[src/rtl/core/mtbl_pkg.sv]
// ---------------------------------------------------------------------------
// mtbl_pkg
// Shared types, codes and helpers of the multi-slot token bucket limiter.
// ---------------------------------------------------------------------------
`default_nettype none

package mtbl_pkg;

    // Table size and token counter width
    localparam int NUM_BUCKETS = 32;
    localparam int TOKEN_BITS  = 16;

    // Fixed port field widths
    localparam int OPCODE_W = 3;
    localparam int ID_W     = 5;
    localparam int FIELD_W  = 16;
    localparam int STATUS_W = 2;

    // Derived widths
    localparam int IDX_W  = (NUM_BUCKETS > 1) ? $clog2(NUM_BUCKETS) : 1;
    localparam int CALC_W = (TOKEN_BITS > FIELD_W) ? TOKEN_BITS : FIELD_W;
    localparam int SUM_W  = CALC_W + 1;

    // Largest token count, at sum width
    localparam logic [SUM_W-1:0] TOKEN_MAX_S =
        {{(SUM_W - TOKEN_BITS){1'b0}}, {TOKEN_BITS{1'b1}}};

    // Command opcodes
    localparam logic [OPCODE_W-1:0] OP_TICK    = 3'd0;
    localparam logic [OPCODE_W-1:0] OP_ALLOC   = 3'd1;
    localparam logic [OPCODE_W-1:0] OP_FETCH   = 3'd2;
    localparam logic [OPCODE_W-1:0] OP_RETURN  = 3'd3;
    localparam logic [OPCODE_W-1:0] OP_RELEASE = 3'd4;

    // Result status codes
    localparam logic [STATUS_W-1:0] STAT_OK    = 2'd0;
    localparam logic [STATUS_W-1:0] STAT_FULL  = 2'd1;
    localparam logic [STATUS_W-1:0] STAT_BLOCK = 2'd2;

    // Controller states
    typedef enum logic [1:0] {
        S_IDLE,
        S_EXEC,
        S_TICK
    } t_state;

    // Controller -> datapath commands
    typedef struct packed {
        logic load;   // command transfer accepted this cycle
        logic exec;   // single-slot read-modify-write
        logic tick;   // one slot of the refill sweep
    } t_ctl_cmd;

    // Datapath -> controller status
    typedef struct packed {
        logic req_tick;   // incoming command is a tick
        logic tick_last;  // sweep is at the last slot
    } t_dp_stat;

    // One slot of the bucket table
    typedef struct packed {
        logic [FIELD_W-1:0]    rate;
        logic [FIELD_W-1:0]    cap;
        logic [TOKEN_BITS-1:0] tokens;
    } t_entry;

    // Add to a token count, saturating at the cap and at the counter range
    function automatic logic [TOKEN_BITS-1:0] clamp_add(
        input logic [TOKEN_BITS-1:0] tokens,
        input logic [FIELD_W-1:0]    add,
        input logic [FIELD_W-1:0]    cap
    );
        logic [SUM_W-1:0] sum;
        sum = SUM_W'(tokens) + SUM_W'(add);
        if (sum > SUM_W'(cap)) begin
            sum = SUM_W'(cap);
        end
        if (sum > TOKEN_MAX_S) begin
            sum = TOKEN_MAX_S;
        end
        return TOKEN_BITS'(sum);
    endfunction

endpackage

`default_nettype wire

[src/rtl/core/mtbl_ctrl.sv]
// ---------------------------------------------------------------------------
// mtbl_ctrl
// Command sequencer: accepts a command, runs the execute state or the
// refill sweep over all slots, then returns to idle.
// ---------------------------------------------------------------------------
`default_nettype none

module mtbl_ctrl (
    input  logic               i_clk,
    input  logic               i_rst_n,
    input  logic               start,
    input  mtbl_pkg::t_dp_stat i_stat,
    output mtbl_pkg::t_ctl_cmd o_cmd,
    output logic               busy
);
    import mtbl_pkg::*;

    t_state r_state;
    t_state n_state;

    // State register
    always_ff @(posedge i_clk) begin
        if (!i_rst_n) begin
            r_state <= S_IDLE;
        end else begin
            r_state <= n_state;
        end
    end

    // Next state
    always_comb begin
        n_state = r_state;
        case (r_state)
            S_IDLE: begin
                if (start) begin
                    n_state = i_stat.req_tick ? S_TICK : S_EXEC;
                end
            end
            S_EXEC: begin
                n_state = S_IDLE;
            end
            S_TICK: begin
                if (i_stat.tick_last) begin
                    n_state = S_IDLE;
                end
            end
            default: begin
                n_state = S_IDLE;
            end
        endcase
    end

    // Outputs
    always_comb begin
        o_cmd = '0;
        busy  = 1'b1;
        case (r_state)
            S_IDLE: begin
                busy       = 1'b0;
                o_cmd.load = start;
            end
            S_EXEC: begin
                o_cmd.exec = 1'b1;
            end
            S_TICK: begin
                o_cmd.tick = 1'b1;
            end
            default: begin
                busy = 1'b1;
            end
        endcase
    end

endmodule

`default_nettype wire

[src/rtl/core/mtbl_datapath.sv]
// ---------------------------------------------------------------------------
// mtbl_datapath
// Bucket table memory, valid bits, free-slot encoder, token arithmetic
// and the result registers.
// ---------------------------------------------------------------------------
`default_nettype none

module mtbl_datapath (
    input  logic                            i_clk,
    input  logic                            i_rst_n,
    input  mtbl_pkg::t_ctl_cmd              i_cmd,
    output mtbl_pkg::t_dp_stat              o_stat,
    input  logic [mtbl_pkg::OPCODE_W-1:0]   i_opcode,
    input  logic [mtbl_pkg::ID_W-1:0]       i_bucket_id,
    input  logic [mtbl_pkg::FIELD_W-1:0]    i_amount,
    input  logic [mtbl_pkg::FIELD_W-1:0]    i_rate,
    input  logic [mtbl_pkg::FIELD_W-1:0]    i_burst_limit,
    output logic                            o_strobe,
    output logic [mtbl_pkg::STATUS_W-1:0]   o_status,
    output logic [mtbl_pkg::ID_W-1:0]       o_slot,
    output logic [mtbl_pkg::FIELD_W-1:0]    o_granted
);
    import mtbl_pkg::*;

    // Captured command
    logic [OPCODE_W-1:0] r_op;
    logic [ID_W-1:0]     r_id;
    logic [FIELD_W-1:0]  r_amount;
    logic [FIELD_W-1:0]  r_rate;
    logic [FIELD_W-1:0]  r_cap;

    // Table storage
    t_entry                 r_mem [NUM_BUCKETS];
    t_entry                 r_rd_data;
    logic [NUM_BUCKETS-1:0] r_valid;

    // Sweep counter and free-slot encoder
    logic [IDX_W-1:0] r_cnt;
    logic [IDX_W-1:0] r_free_idx;
    logic             r_free_any;
    logic [IDX_W-1:0] n_free_idx;
    logic             n_free_any;

    // Result registers
    logic                r_strobe;
    logic [STATUS_W-1:0] r_status;
    logic [ID_W-1:0]     r_slot;
    logic [FIELD_W-1:0]  r_granted;

    // Combinational datapath
    logic [IDX_W-1:0]    rd_addr;
    logic [IDX_W-1:0]    id_idx;
    logic                id_live;
    logic                mem_we;
    logic [IDX_W-1:0]    mem_waddr;
    t_entry              mem_wdata;
    logic                valid_set;
    logic                valid_clr;
    logic                finish;
    logic [STATUS_W-1:0] res_status;
    logic [ID_W-1:0]     res_slot;
    logic [FIELD_W-1:0]  res_granted;
    logic [CALC_W-1:0]   grant_w;

    assign id_idx  = IDX_W'(r_id);
    assign id_live = (32'(r_id) < NUM_BUCKETS) && r_valid[id_idx];

    assign o_stat.req_tick  = (i_opcode == OP_TICK);
    assign o_stat.tick_last = (r_cnt == IDX_W'(NUM_BUCKETS - 1));

    assign finish = i_cmd.exec || (i_cmd.tick && o_stat.tick_last);

    // Command capture
    always_ff @(posedge i_clk) begin
        if (i_cmd.load) begin
            r_op     <= i_opcode;
            r_id     <= i_bucket_id;
            r_amount <= i_amount;
            r_rate   <= i_rate;
            r_cap    <= i_burst_limit;
        end
    end

    // Read address: addressed slot on transfer, sweep slot after that
    always_comb begin
        if (i_cmd.load) begin
            rd_addr = o_stat.req_tick ? '0 : IDX_W'(i_bucket_id);
        end else begin
            rd_addr = r_cnt + IDX_W'(1);
        end
    end

    // Sweep counter: slot whose data sits in the read register
    always_ff @(posedge i_clk) begin
        if (i_cmd.load) begin
            r_cnt <= '0;
        end else if (i_cmd.tick) begin
            r_cnt <= r_cnt + IDX_W'(1);
        end
    end

    // Lowest free slot, registered every cycle
    always_comb begin
        n_free_idx = '0;
        n_free_any = 1'b0;
        for (int i = NUM_BUCKETS - 1; i >= 0; i--) begin
            if (!r_valid[i]) begin
                n_free_idx = IDX_W'(i);
                n_free_any = 1'b1;
            end
        end
    end

    always_ff @(posedge i_clk) begin
        r_free_idx <= n_free_idx;
        r_free_any <= n_free_any;
    end

    // Read-modify-write of one slot
    always_comb begin
        mem_we      = 1'b0;
        mem_waddr   = id_idx;
        mem_wdata   = r_rd_data;
        valid_set   = 1'b0;
        valid_clr   = 1'b0;
        res_status  = STAT_OK;
        res_slot    = r_id;
        res_granted = '0;
        grant_w     = '0;

        // refill sweep step
        if (i_cmd.tick) begin
            mem_waddr        = r_cnt;
            mem_we           = r_valid[r_cnt];
            mem_wdata.tokens = clamp_add(r_rd_data.tokens, r_rd_data.rate, r_rd_data.cap);
        end

        if (i_cmd.exec) begin
            case (r_op)
                OP_ALLOC: begin
                    if (r_free_any) begin
                        mem_we           = 1'b1;
                        mem_waddr        = r_free_idx;
                        mem_wdata.rate   = r_rate;
                        mem_wdata.cap    = r_cap;
                        mem_wdata.tokens = '0;
                        valid_set        = 1'b1;
                        res_slot         = ID_W'(r_free_idx);
                    end else begin
                        res_status = STAT_FULL;
                        res_slot   = '0;
                    end
                end
                OP_FETCH: begin
                    if (!id_live || (r_rd_data.tokens == '0)) begin
                        res_status = STAT_BLOCK;
                    end else begin
                        if (CALC_W'(r_rd_data.tokens) < CALC_W'(r_amount)) begin
                            grant_w = CALC_W'(r_rd_data.tokens);
                        end else begin
                            grant_w = CALC_W'(r_amount);
                        end
                        mem_we           = 1'b1;
                        mem_wdata.tokens =
                            TOKEN_BITS'(CALC_W'(r_rd_data.tokens) - grant_w);
                        res_granted      = FIELD_W'(grant_w);
                    end
                end
                OP_RETURN: begin
                    if (id_live) begin
                        mem_we           = 1'b1;
                        mem_wdata.tokens =
                            clamp_add(r_rd_data.tokens, r_amount, r_rd_data.cap);
                    end
                end
                OP_RELEASE: begin
                    valid_clr = id_live;
                end
                default: begin
                    res_status = STAT_OK;
                end
            endcase
        end
    end

    // Table memory: one write port, one registered read port
    always_ff @(posedge i_clk) begin
        if (mem_we) begin
            r_mem[mem_waddr] <= mem_wdata;
        end
        r_rd_data <= r_mem[rd_addr];
    end

    // Valid bits
    always_ff @(posedge i_clk) begin
        if (!i_rst_n) begin
            r_valid <= '0;
        end else begin
            if (valid_set) begin
                r_valid[mem_waddr] <= 1'b1;
            end
            if (valid_clr) begin
                r_valid[id_idx] <= 1'b0;
            end
        end
    end

    // Result transfer
    always_ff @(posedge i_clk) begin
        if (!i_rst_n) begin
            r_strobe <= 1'b0;
        end else begin
            r_strobe <= finish;
        end
    end

    always_ff @(posedge i_clk) begin
        if (finish) begin
            r_status  <= res_status;
            r_slot    <= res_slot;
            r_granted <= res_granted;
        end
    end

    assign o_strobe  = r_strobe;
    assign o_status  = r_status;
    assign o_slot    = r_slot;
    assign o_granted = r_granted;

    // Checks
    a_alloc_sets_valid: assert property (@(posedge i_clk) disable iff (!i_rst_n)
        (i_cmd.exec && (r_op == OP_ALLOC) && r_free_any) |=> r_valid[$past(r_free_idx)])
        else $error("allocate did not mark its slot valid");

    a_release_clears: assert property (@(posedge i_clk) disable iff (!i_rst_n)
        (i_cmd.exec && (r_op == OP_RELEASE) && id_live) |=> !r_valid[$past(id_idx)])
        else $error("release left its slot valid");

    a_grant_bound: assert property (@(posedge i_clk) disable iff (!i_rst_n)
        (i_cmd.exec && (r_op == OP_FETCH)) |=> (r_granted <= $past(r_amount)))
        else $error("grant exceeds request");

    a_block_zero: assert property (@(posedge i_clk) disable iff (!i_rst_n)
        (r_strobe && (r_status == STAT_BLOCK)) |-> (r_granted == '0))
        else $error("would-block result carries a grant");

    a_tick_no_valid_change: assert property (@(posedge i_clk) disable iff (!i_rst_n)
        i_cmd.tick |=> $stable(r_valid))
        else $error("refill sweep changed slot ownership");

endmodule

`default_nettype wire

[src/rtl/core/multi_token_bucket_limiter.sv]
// ---------------------------------------------------------------------------
// multi_token_bucket_limiter
// Table of token buckets with allocate, tick refill, fetch, return and
// release commands; one result per command.
// ---------------------------------------------------------------------------
// A command is taken when start is high and busy is low. Allocate, fetch,
// return, release and unknown opcodes pass through the transfer cycle,
// which reads the addressed slot from the table memory, and the execute
// cycle, which updates the table as the opcode needs. A tick sweeps the
// table one slot per cycle, after the transfer cycle, through the memory's
// single write port. The result appears on o_status, o_slot and o_granted
// for exactly one cycle, marked by o_strobe, in the cycle busy drops again;
// the receiver cannot hold it off, so it must capture every strobe.
`default_nettype none

module multi_token_bucket_limiter (
    input  logic                            i_clk,
    input  logic                            i_rst_n,
    input  logic                            start,
    output logic                            busy,
    input  logic [mtbl_pkg::OPCODE_W-1:0]   i_opcode,
    input  logic [mtbl_pkg::ID_W-1:0]       i_bucket_id,
    input  logic [mtbl_pkg::FIELD_W-1:0]    i_amount,
    input  logic [mtbl_pkg::FIELD_W-1:0]    i_rate,
    input  logic [mtbl_pkg::FIELD_W-1:0]    i_burst_limit,
    output logic                            o_strobe,
    output logic [mtbl_pkg::STATUS_W-1:0]   o_status,
    output logic [mtbl_pkg::ID_W-1:0]       o_slot,
    output logic [mtbl_pkg::FIELD_W-1:0]    o_granted
);
    import mtbl_pkg::*;

    t_ctl_cmd cmd;
    t_dp_stat stat;

    // Sequencer
    mtbl_ctrl u_ctrl (
        .i_clk   (i_clk),
        .i_rst_n (i_rst_n),
        .start   (start),
        .i_stat  (stat),
        .o_cmd   (cmd),
        .busy    (busy)
    );

    // Table and arithmetic
    mtbl_datapath u_datapath (
        .i_clk         (i_clk),
        .i_rst_n       (i_rst_n),
        .i_cmd         (cmd),
        .o_stat        (stat),
        .i_opcode      (i_opcode),
        .i_bucket_id   (i_bucket_id),
        .i_amount      (i_amount),
        .i_rate        (i_rate),
        .i_burst_limit (i_burst_limit),
        .o_strobe      (o_strobe),
        .o_status      (o_status),
        .o_slot        (o_slot),
        .o_granted     (o_granted)
    );

endmodule

`default_nettype wire
[config.mk]
export PLATFORM = sky130hd
export DESIGN_NAME = multi_token_bucket_limiter
export DESIGN_NICKNAME = d
export VERILOG_FILES = /design/src/rtl/core/mtbl_pkg.sv /design/src/rtl/core/mtbl_ctrl.sv /design/src/rtl/core/mtbl_datapath.sv /design/src/rtl/core/multi_token_bucket_limiter.sv
export SDC_FILE = /design/constraint.sdc
export NUM_CORES = 2
export LEC_CHECK = 0
export ABC_AREA = 1
export ABC_CLOCK_PERIOD_IN_PS = 17600
export BUFFER_PORTS_ARGS = -buffer_cell sky130_fd_sc_hd__buf_2
export CORE_UTILIZATION = 60
export CTS_CLUSTER_DIAMETER = 30
export DETAILED_ROUTE_END_ITERATION = 12
export PLACE_DENSITY = 0.87
export SYNTH_ARGS = -nofsm -noshare
export SYNTH_HDL_FRONTEND = slang
export SYNTH_SLANG_ARGS = --single-unit
[constraint.sdc]
create_clock -name i_clk -period 17.6 [get_ports i_clk]
set_input_delay 0.88 -clock i_clk [delete_from_list [all_inputs] [get_ports i_clk]]
set_output_delay 0.88 -clock i_clk [all_outputs]
set_load 0.01 [all_outputs]
== After elaboration in Yosys (flattened, before gate mapping) ==
Memory sizes are Yosys's and may differ from the RTL's. A register that Yosys moved wholly into a read port is not among the register bits.
Cells that the tools add are included.

* Memories: 1
* Bits of input ports: 59
* RAM bits: 1536
* Output and inout port bits: 25
* Register bits: 125

{| class="wikitable"
|+ Memory list
! memory !! depth !! bits a word !! read ports !! clocked after memory_dff !! write ports !! line !! RTL
|-
| u_datapath.r_mem || 32 || 48 || 1 || 1 || 1 || mtbl_datapath.sv:33 || <nowiki>t_entry r_mem [NUM_BUCKETS];</nowiki>
|}

* Reductions and logical operators: 16
* Order comparisons: 10
* $add $sub $neg: 4
* Mux-type cells: 95
* Eq/ne operators: 9
* Bitwise gates (word level): 5

{| class="wikitable"
|+ Operators with widths
! operator !! count
|-
| $mux 16 || 9
|-
| $mux 32 || 4
|-
| $mux 5 || 25
|-
| $mux 17 || 6
|-
| $mux 48 || 2
|-
| $pmux 16 s3 || 1
|-
| $add 16x16->17 || 2
|-
| $gt 17x16->1 || 2
|-
| $gt 17x16->1 const B || 2
|-
| $and 32x32->32 || 1
|-
| $mux 4 || 8
|-
| $not 32->32 || 1
|-
| $or 32x32->32 || 1
|-
| $reduce_and 31->1 || 1
|-
| $mux 1 || 23
|-
| $lt 5x6->1 const B || 3
|-
| $logic_not 16->1 || 1
|-
| $lt 16x16->1 || 1
|-
| $reduce_and 16->1 || 1
|-
| $sub 16x16->16 || 1
|-
| $mux 2 || 6
|-
| $mux 3 || 4
|-
| $bmux 1 s5 || 2
|-
| $demux 1 s5 || 2
|-
| 22 further kinds || 30
|}

== Depth between registers and ports, before layout ==
* Word-level depth: 31
* Gate-level depth with buffers: 34
* Gate-level depth less buffers: 33

== Hierarchy ==
A second synthesis with hierarchy kept.

* Cells, all modules: 5529
* Area, all modules: 70299.9 um^2

{| class="wikitable"
|+ Modules (own cells, without submodules)
! module !! seq. area each (um^2) !! area each (um^2) !! cells an instance !! times used
|-
| mtbl_datapath || 50338.3 || 70196.1 || 5514 || 1
|-
| mtbl_ctrl || 40.0 || 103.8 || 15 || 1
|}

== Worst setup path after synthesis ==
OpenSTA, ideal clock, no wires.

* Kind: reg-to-reg
* From: reg u_datapath.r_id[0] (netlist: u_datapath.id_idx[0])
* To: mem u_datapath.r_mem[28][0] (netlist bit), enable pin
* Slack: 10.552 ns
* Cell stages (with the launch flop): 16
* Data required time: 17.028 ns
* Arrival time: 6.475 ns
* Clock period less this slack: 7.048 ns
* Setup time: 0.572 ns
* Cells stage by stage: edfxtp_1 -> buf_6 -> inv_2 -> nor2_4 -> a21oi_1 -> o221ai_1 -> a22o_1 -> a221oi_2 -> nand2_2 -> inv_2 -> nand2_2 -> nand2_4 -> inv_4 -> nor2_8 -> nor3_2 -> nor4_1

* Longest elaborated chain between the ends: 9
* Elaborated cells on any way between the ends: 14
* Those cells by class: mux: 12; reduce/logical: 2

{| class="wikitable"
|+ Ends and longest elaborated chain
! what !! line !! RTL
|-
| from (decl) || mtbl_datapath.sv:27 || <nowiki>logic [ID_W-1:0] r_id;</nowiki>
|-
| from (signal assigned) || mtbl_datapath.sv:77 || <nowiki>r_id <= i_bucket_id;</nowiki>
|-
| $bmux 1 s5 || mtbl_datapath.sv:66 || <nowiki>assign id_live = (32'(r_id) < NUM_BUCKETS) && r_valid[id_idx];</nowiki>
|-
| $mux 1 (not written as such) || mtbl_datapath.sv:66 ||
|-
| $logic_not 1->1 || mtbl_datapath.sv:155 || <nowiki>if (!id_live || (r_rd_data.tokens == '0)) begin</nowiki>
|-
| $logic_or 1x1->1 || mtbl_datapath.sv:155 ||
|-
| $mux 1 || mtbl_datapath.sv:155 ||
|-
| $pmux 1 s3 || mtbl_datapath.sv:139 || <nowiki>case (r_op)</nowiki>
|-
| $mux 1 || mtbl_datapath.sv:138 || <nowiki>if (i_cmd.exec) begin</nowiki>
|-
| $mux 1 || mtbl_datapath.sv:188 || <nowiki>if (mem_we) begin</nowiki>
|-
| $mux 1 (not written as such) || mtbl_datapath.sv:189 || <nowiki>r_mem[mem_waddr] <= mem_wdata;</nowiki>
|-
| to (decl) || mtbl_datapath.sv:33 ||
|}

Parallel ways exist; a longest one is shown, timed or not. The select of a mux whose other input is x is not followed.

==> results.md <==
- Clk slew on worst S/H paths: around 0.07 ns
- Post-cts gate resize count: 0
- Nets: 5,789
- Die Height: 347.0 µm
- Yosys cell types: between 50 and 60
- Clk sink count: 1,709
- Vias in the first global route: 51,190
- Post-route DRC: 0
- IO Port Bufs: 83
- Congestion Overflow GR: 0
- Total negative slack: 0 ns
- Delay-heaviest family, CP: compound AO/OA/AOI/OAI gates
- Crit-path max FO: 33
- Max Cap Violations: 1
- Status: finished, violations left
- Mean post-synth cell area: 12.83 µm²
- Violations in the final reports: max-capacitance violations
- Crit path top cell by count: nand2_1
- CP max stage cell: o21ai_2
- Post-DRT Antenna Nets: 0
- WS Path Type: reg -> reg
- Post-CTS Setup Bufs: 0
- Seq/Total Area, Yosys: 70.55%
- WL per Instance: 30.82 µm
- Layout cell share with drive strength beyond 1: 12.11%
- CTS H-Tree Depth: 4
- Dominant cell type by area after synthesis: edfxtp_1
- DRT iter0 DRCs: 9,906
- Arrival time at the worst endpoint: 6.48 ns
- Worst Setup Start Kind: flip-flop
- Largest net degree at the start of global routing: 201
- CTS Buffer Depth: 3
- DR vias: 52,790
- Async SR Flop Fraction: 0%
- Synthesized Nets: around 5,700
- Slew margin rel.: less than 1%
- Initial Util: 60.48%
- Nature of the critical path endpoint: flip-flop
- Tot GR Track Use: between 30% and 40%
- Die Wd: 347.0 µm
- Leakage: 27.51 nW
- Die footprint: roughly 0.12 mm²
- Yosys Warn Count: 0
- Drt pass-1 iters: 8
- Dominant cells by area after synthesis: edfxtp_1 (68%), nor2_1 (5.1%), o21ai_0 (3.2%)
- P&R area growth vs syn: 14.59%
- Peak supply drop: 0.1434 mV
- Pwr/cell area: between 100 and 150 mW/mm²
- Min-delay worst type: in -> reg
- Slew @ Worst Pin: 1.494 ns
- Crit path buf inv count: 2
- Most common cell in the netlist: edfxtp_1
- Placeable Area: ~0.12 mm²
- Final Setup Violations: 0
- Clock skew: 0.1022 ns
- WP data required: between 15 and 20 ns
- Fin crit share: 34.36%
- GRT busiest layer: met2
- Fmax: 165.3 MHz
- Clk_lat worst skew: a little over 0.9 ns
- Post-synth EDFFs: 1,615
- Met1 Track Usage GR: 46.58%
- Cts hold-fix bufs: 0
- First-pass GRT wire length: ~330 mm
- Cell Rows: ~130
- Fin crit period: 6.048 ns
- Hpwl dp: 111.7 mm
- CTS tree: yes
- FF+latch count, synth: 1,709
- Mapped Cells: between 5,000 and 6,000
- Area share of the leading cell type in the synthesized netlist: 67.91%
- Root Buffer: clkbuf_16
- Top post-synthesis cells by count: edfxtp_1 (1,615), nor2_1 (966), o21ai_0 (456), nand2_1 (414), o21bai_1 (244)
- Met3 GRT Util: 10.82%
- Initial antenna violation count: 6
- Placer Congestion: 1.019
- Vias per inst: 7.152
- Fin. Hold Viols: 0
- Final Max Tran Viols: 0
- Slowest stage delay, CP: 0.98 ns
- Num CTS Buffers: 239
- RSZ-0062 raised after global routing: false
- Final WL: approximately 230 mm
- Post-Syn Area: 0.07141 mm²
- Prevailing post-synth register cell: edfxtp_1
- WHS: 0.1483 ns
- Met2 GRT Util: 56.76%
- Num ports: 84
[sequential cells by signal (all words and copies together), names as in the netlist, 16 cells and up]
register,count
u_datapath.r_rd_data,48
u_datapath.r_amount,16
u_datapath.r_rate,16
u_datapath.r_cap,16
u_datapath.o_granted,16
u_datapath.r_mem,1536
u_datapath.r_valid,32
[through the flow]
stage               setup slack, ns  cell area [µm²]  total power [mW]  util, %  instances
floorplan                     10.55            71410             6.171        -       5566
global placement              11.91            73450             6.739    62.20       6925
detailed placement            11.83            73450             6.781    62.20       6925
CTS                           11.75            81830             11.69    69.30       7380
global route                  11.05            81830             12.07    69.30       7380
finish                        11.55            81830             11.78    69.30       7382
[power breakdown]
part           leakage (nW)  internal, mW  total [mW]  switching, mW
Sequential             15.3          4.82        4.91         0.0918
Clock                  4.01          2.98        4.96           1.98
Combinational          8.19         0.491        1.92           1.43
[layout make-up]
class / instances / area, µm²
inverters: 177 / 681.9
diodes: 2 / 5.005
clock buffers: 275 / 6226
repair buffers: 192 / 1334
fillers: 6932 / 36250
well taps: 1536 / 1922
flip-flops and latches: 1709 / 50380
clock inverters: 180 / 2151
multi-input cells: 3311 / 19130
[worst paths after layout]
| path | from | slack (ns) | cells past startpoint | to |
|---|---|---|---|---|
| worst max-delay path | u_datapath.r_rd_data[1]$_DFF_P_ | 11.55 | 29 | u_datapath.r_mem[15][13]$_DFFE_PP_ |
| worst min-delay path | i_burst_limit[9] | 0.15 | 1 | u_datapath.r_cap[9]$_DFFE_PP_ |
| worst max register to register | u_datapath.r_rd_data[1]$_DFF_P_ | 11.55 | 29 | u_datapath.r_mem[15][13]$_DFFE_PP_ |
| worst min register to register | u_datapath.r_valid[1]$_SDFF_PN0_ | 0.48 | 1 | u_datapath.r_free_idx[0]$_SDFF_PN0_ |
[cell families after synthesis]
| kind of cell | Yosys count | synth area share, % |
|---|---|---|
| and+or+nand+nor | 1640 | 9.481 |
| DFF | 1709 | 70.55 |
| AOI/OAI and AO/OA | 1540 | 14.64 |
| xor gates and xnor gates | 31 | 0.3802 |
| buffers and inverters | 546 | 3.164 |
| adders and majority gates | 100 | 1.784 |
[cell usage in the layout, fill, tap and decap left out, types with 83 or more instances in the layout]
cell and n:
clkbuf_16 239, nor2_1 965, nor3_1 116, dfxtp_1 94, inv_1 157, o311ai_0 208
o21ai_0 434, nand2_1 414, buf_4 101, buf_2 83, o21bai_1 244, edfxtp_1 1615
ha_1 97, a21oi_1 181
[layer usage]
metal | up-vias | wire, µm
li1 | 21260 | -
met5 | - | 130
met3 | 1215 | 34620
met2 | 5381 | 102800
met4 | 8 | 16420
met1 | 24930 | 73530
Power figures use the tool's default switching activity.
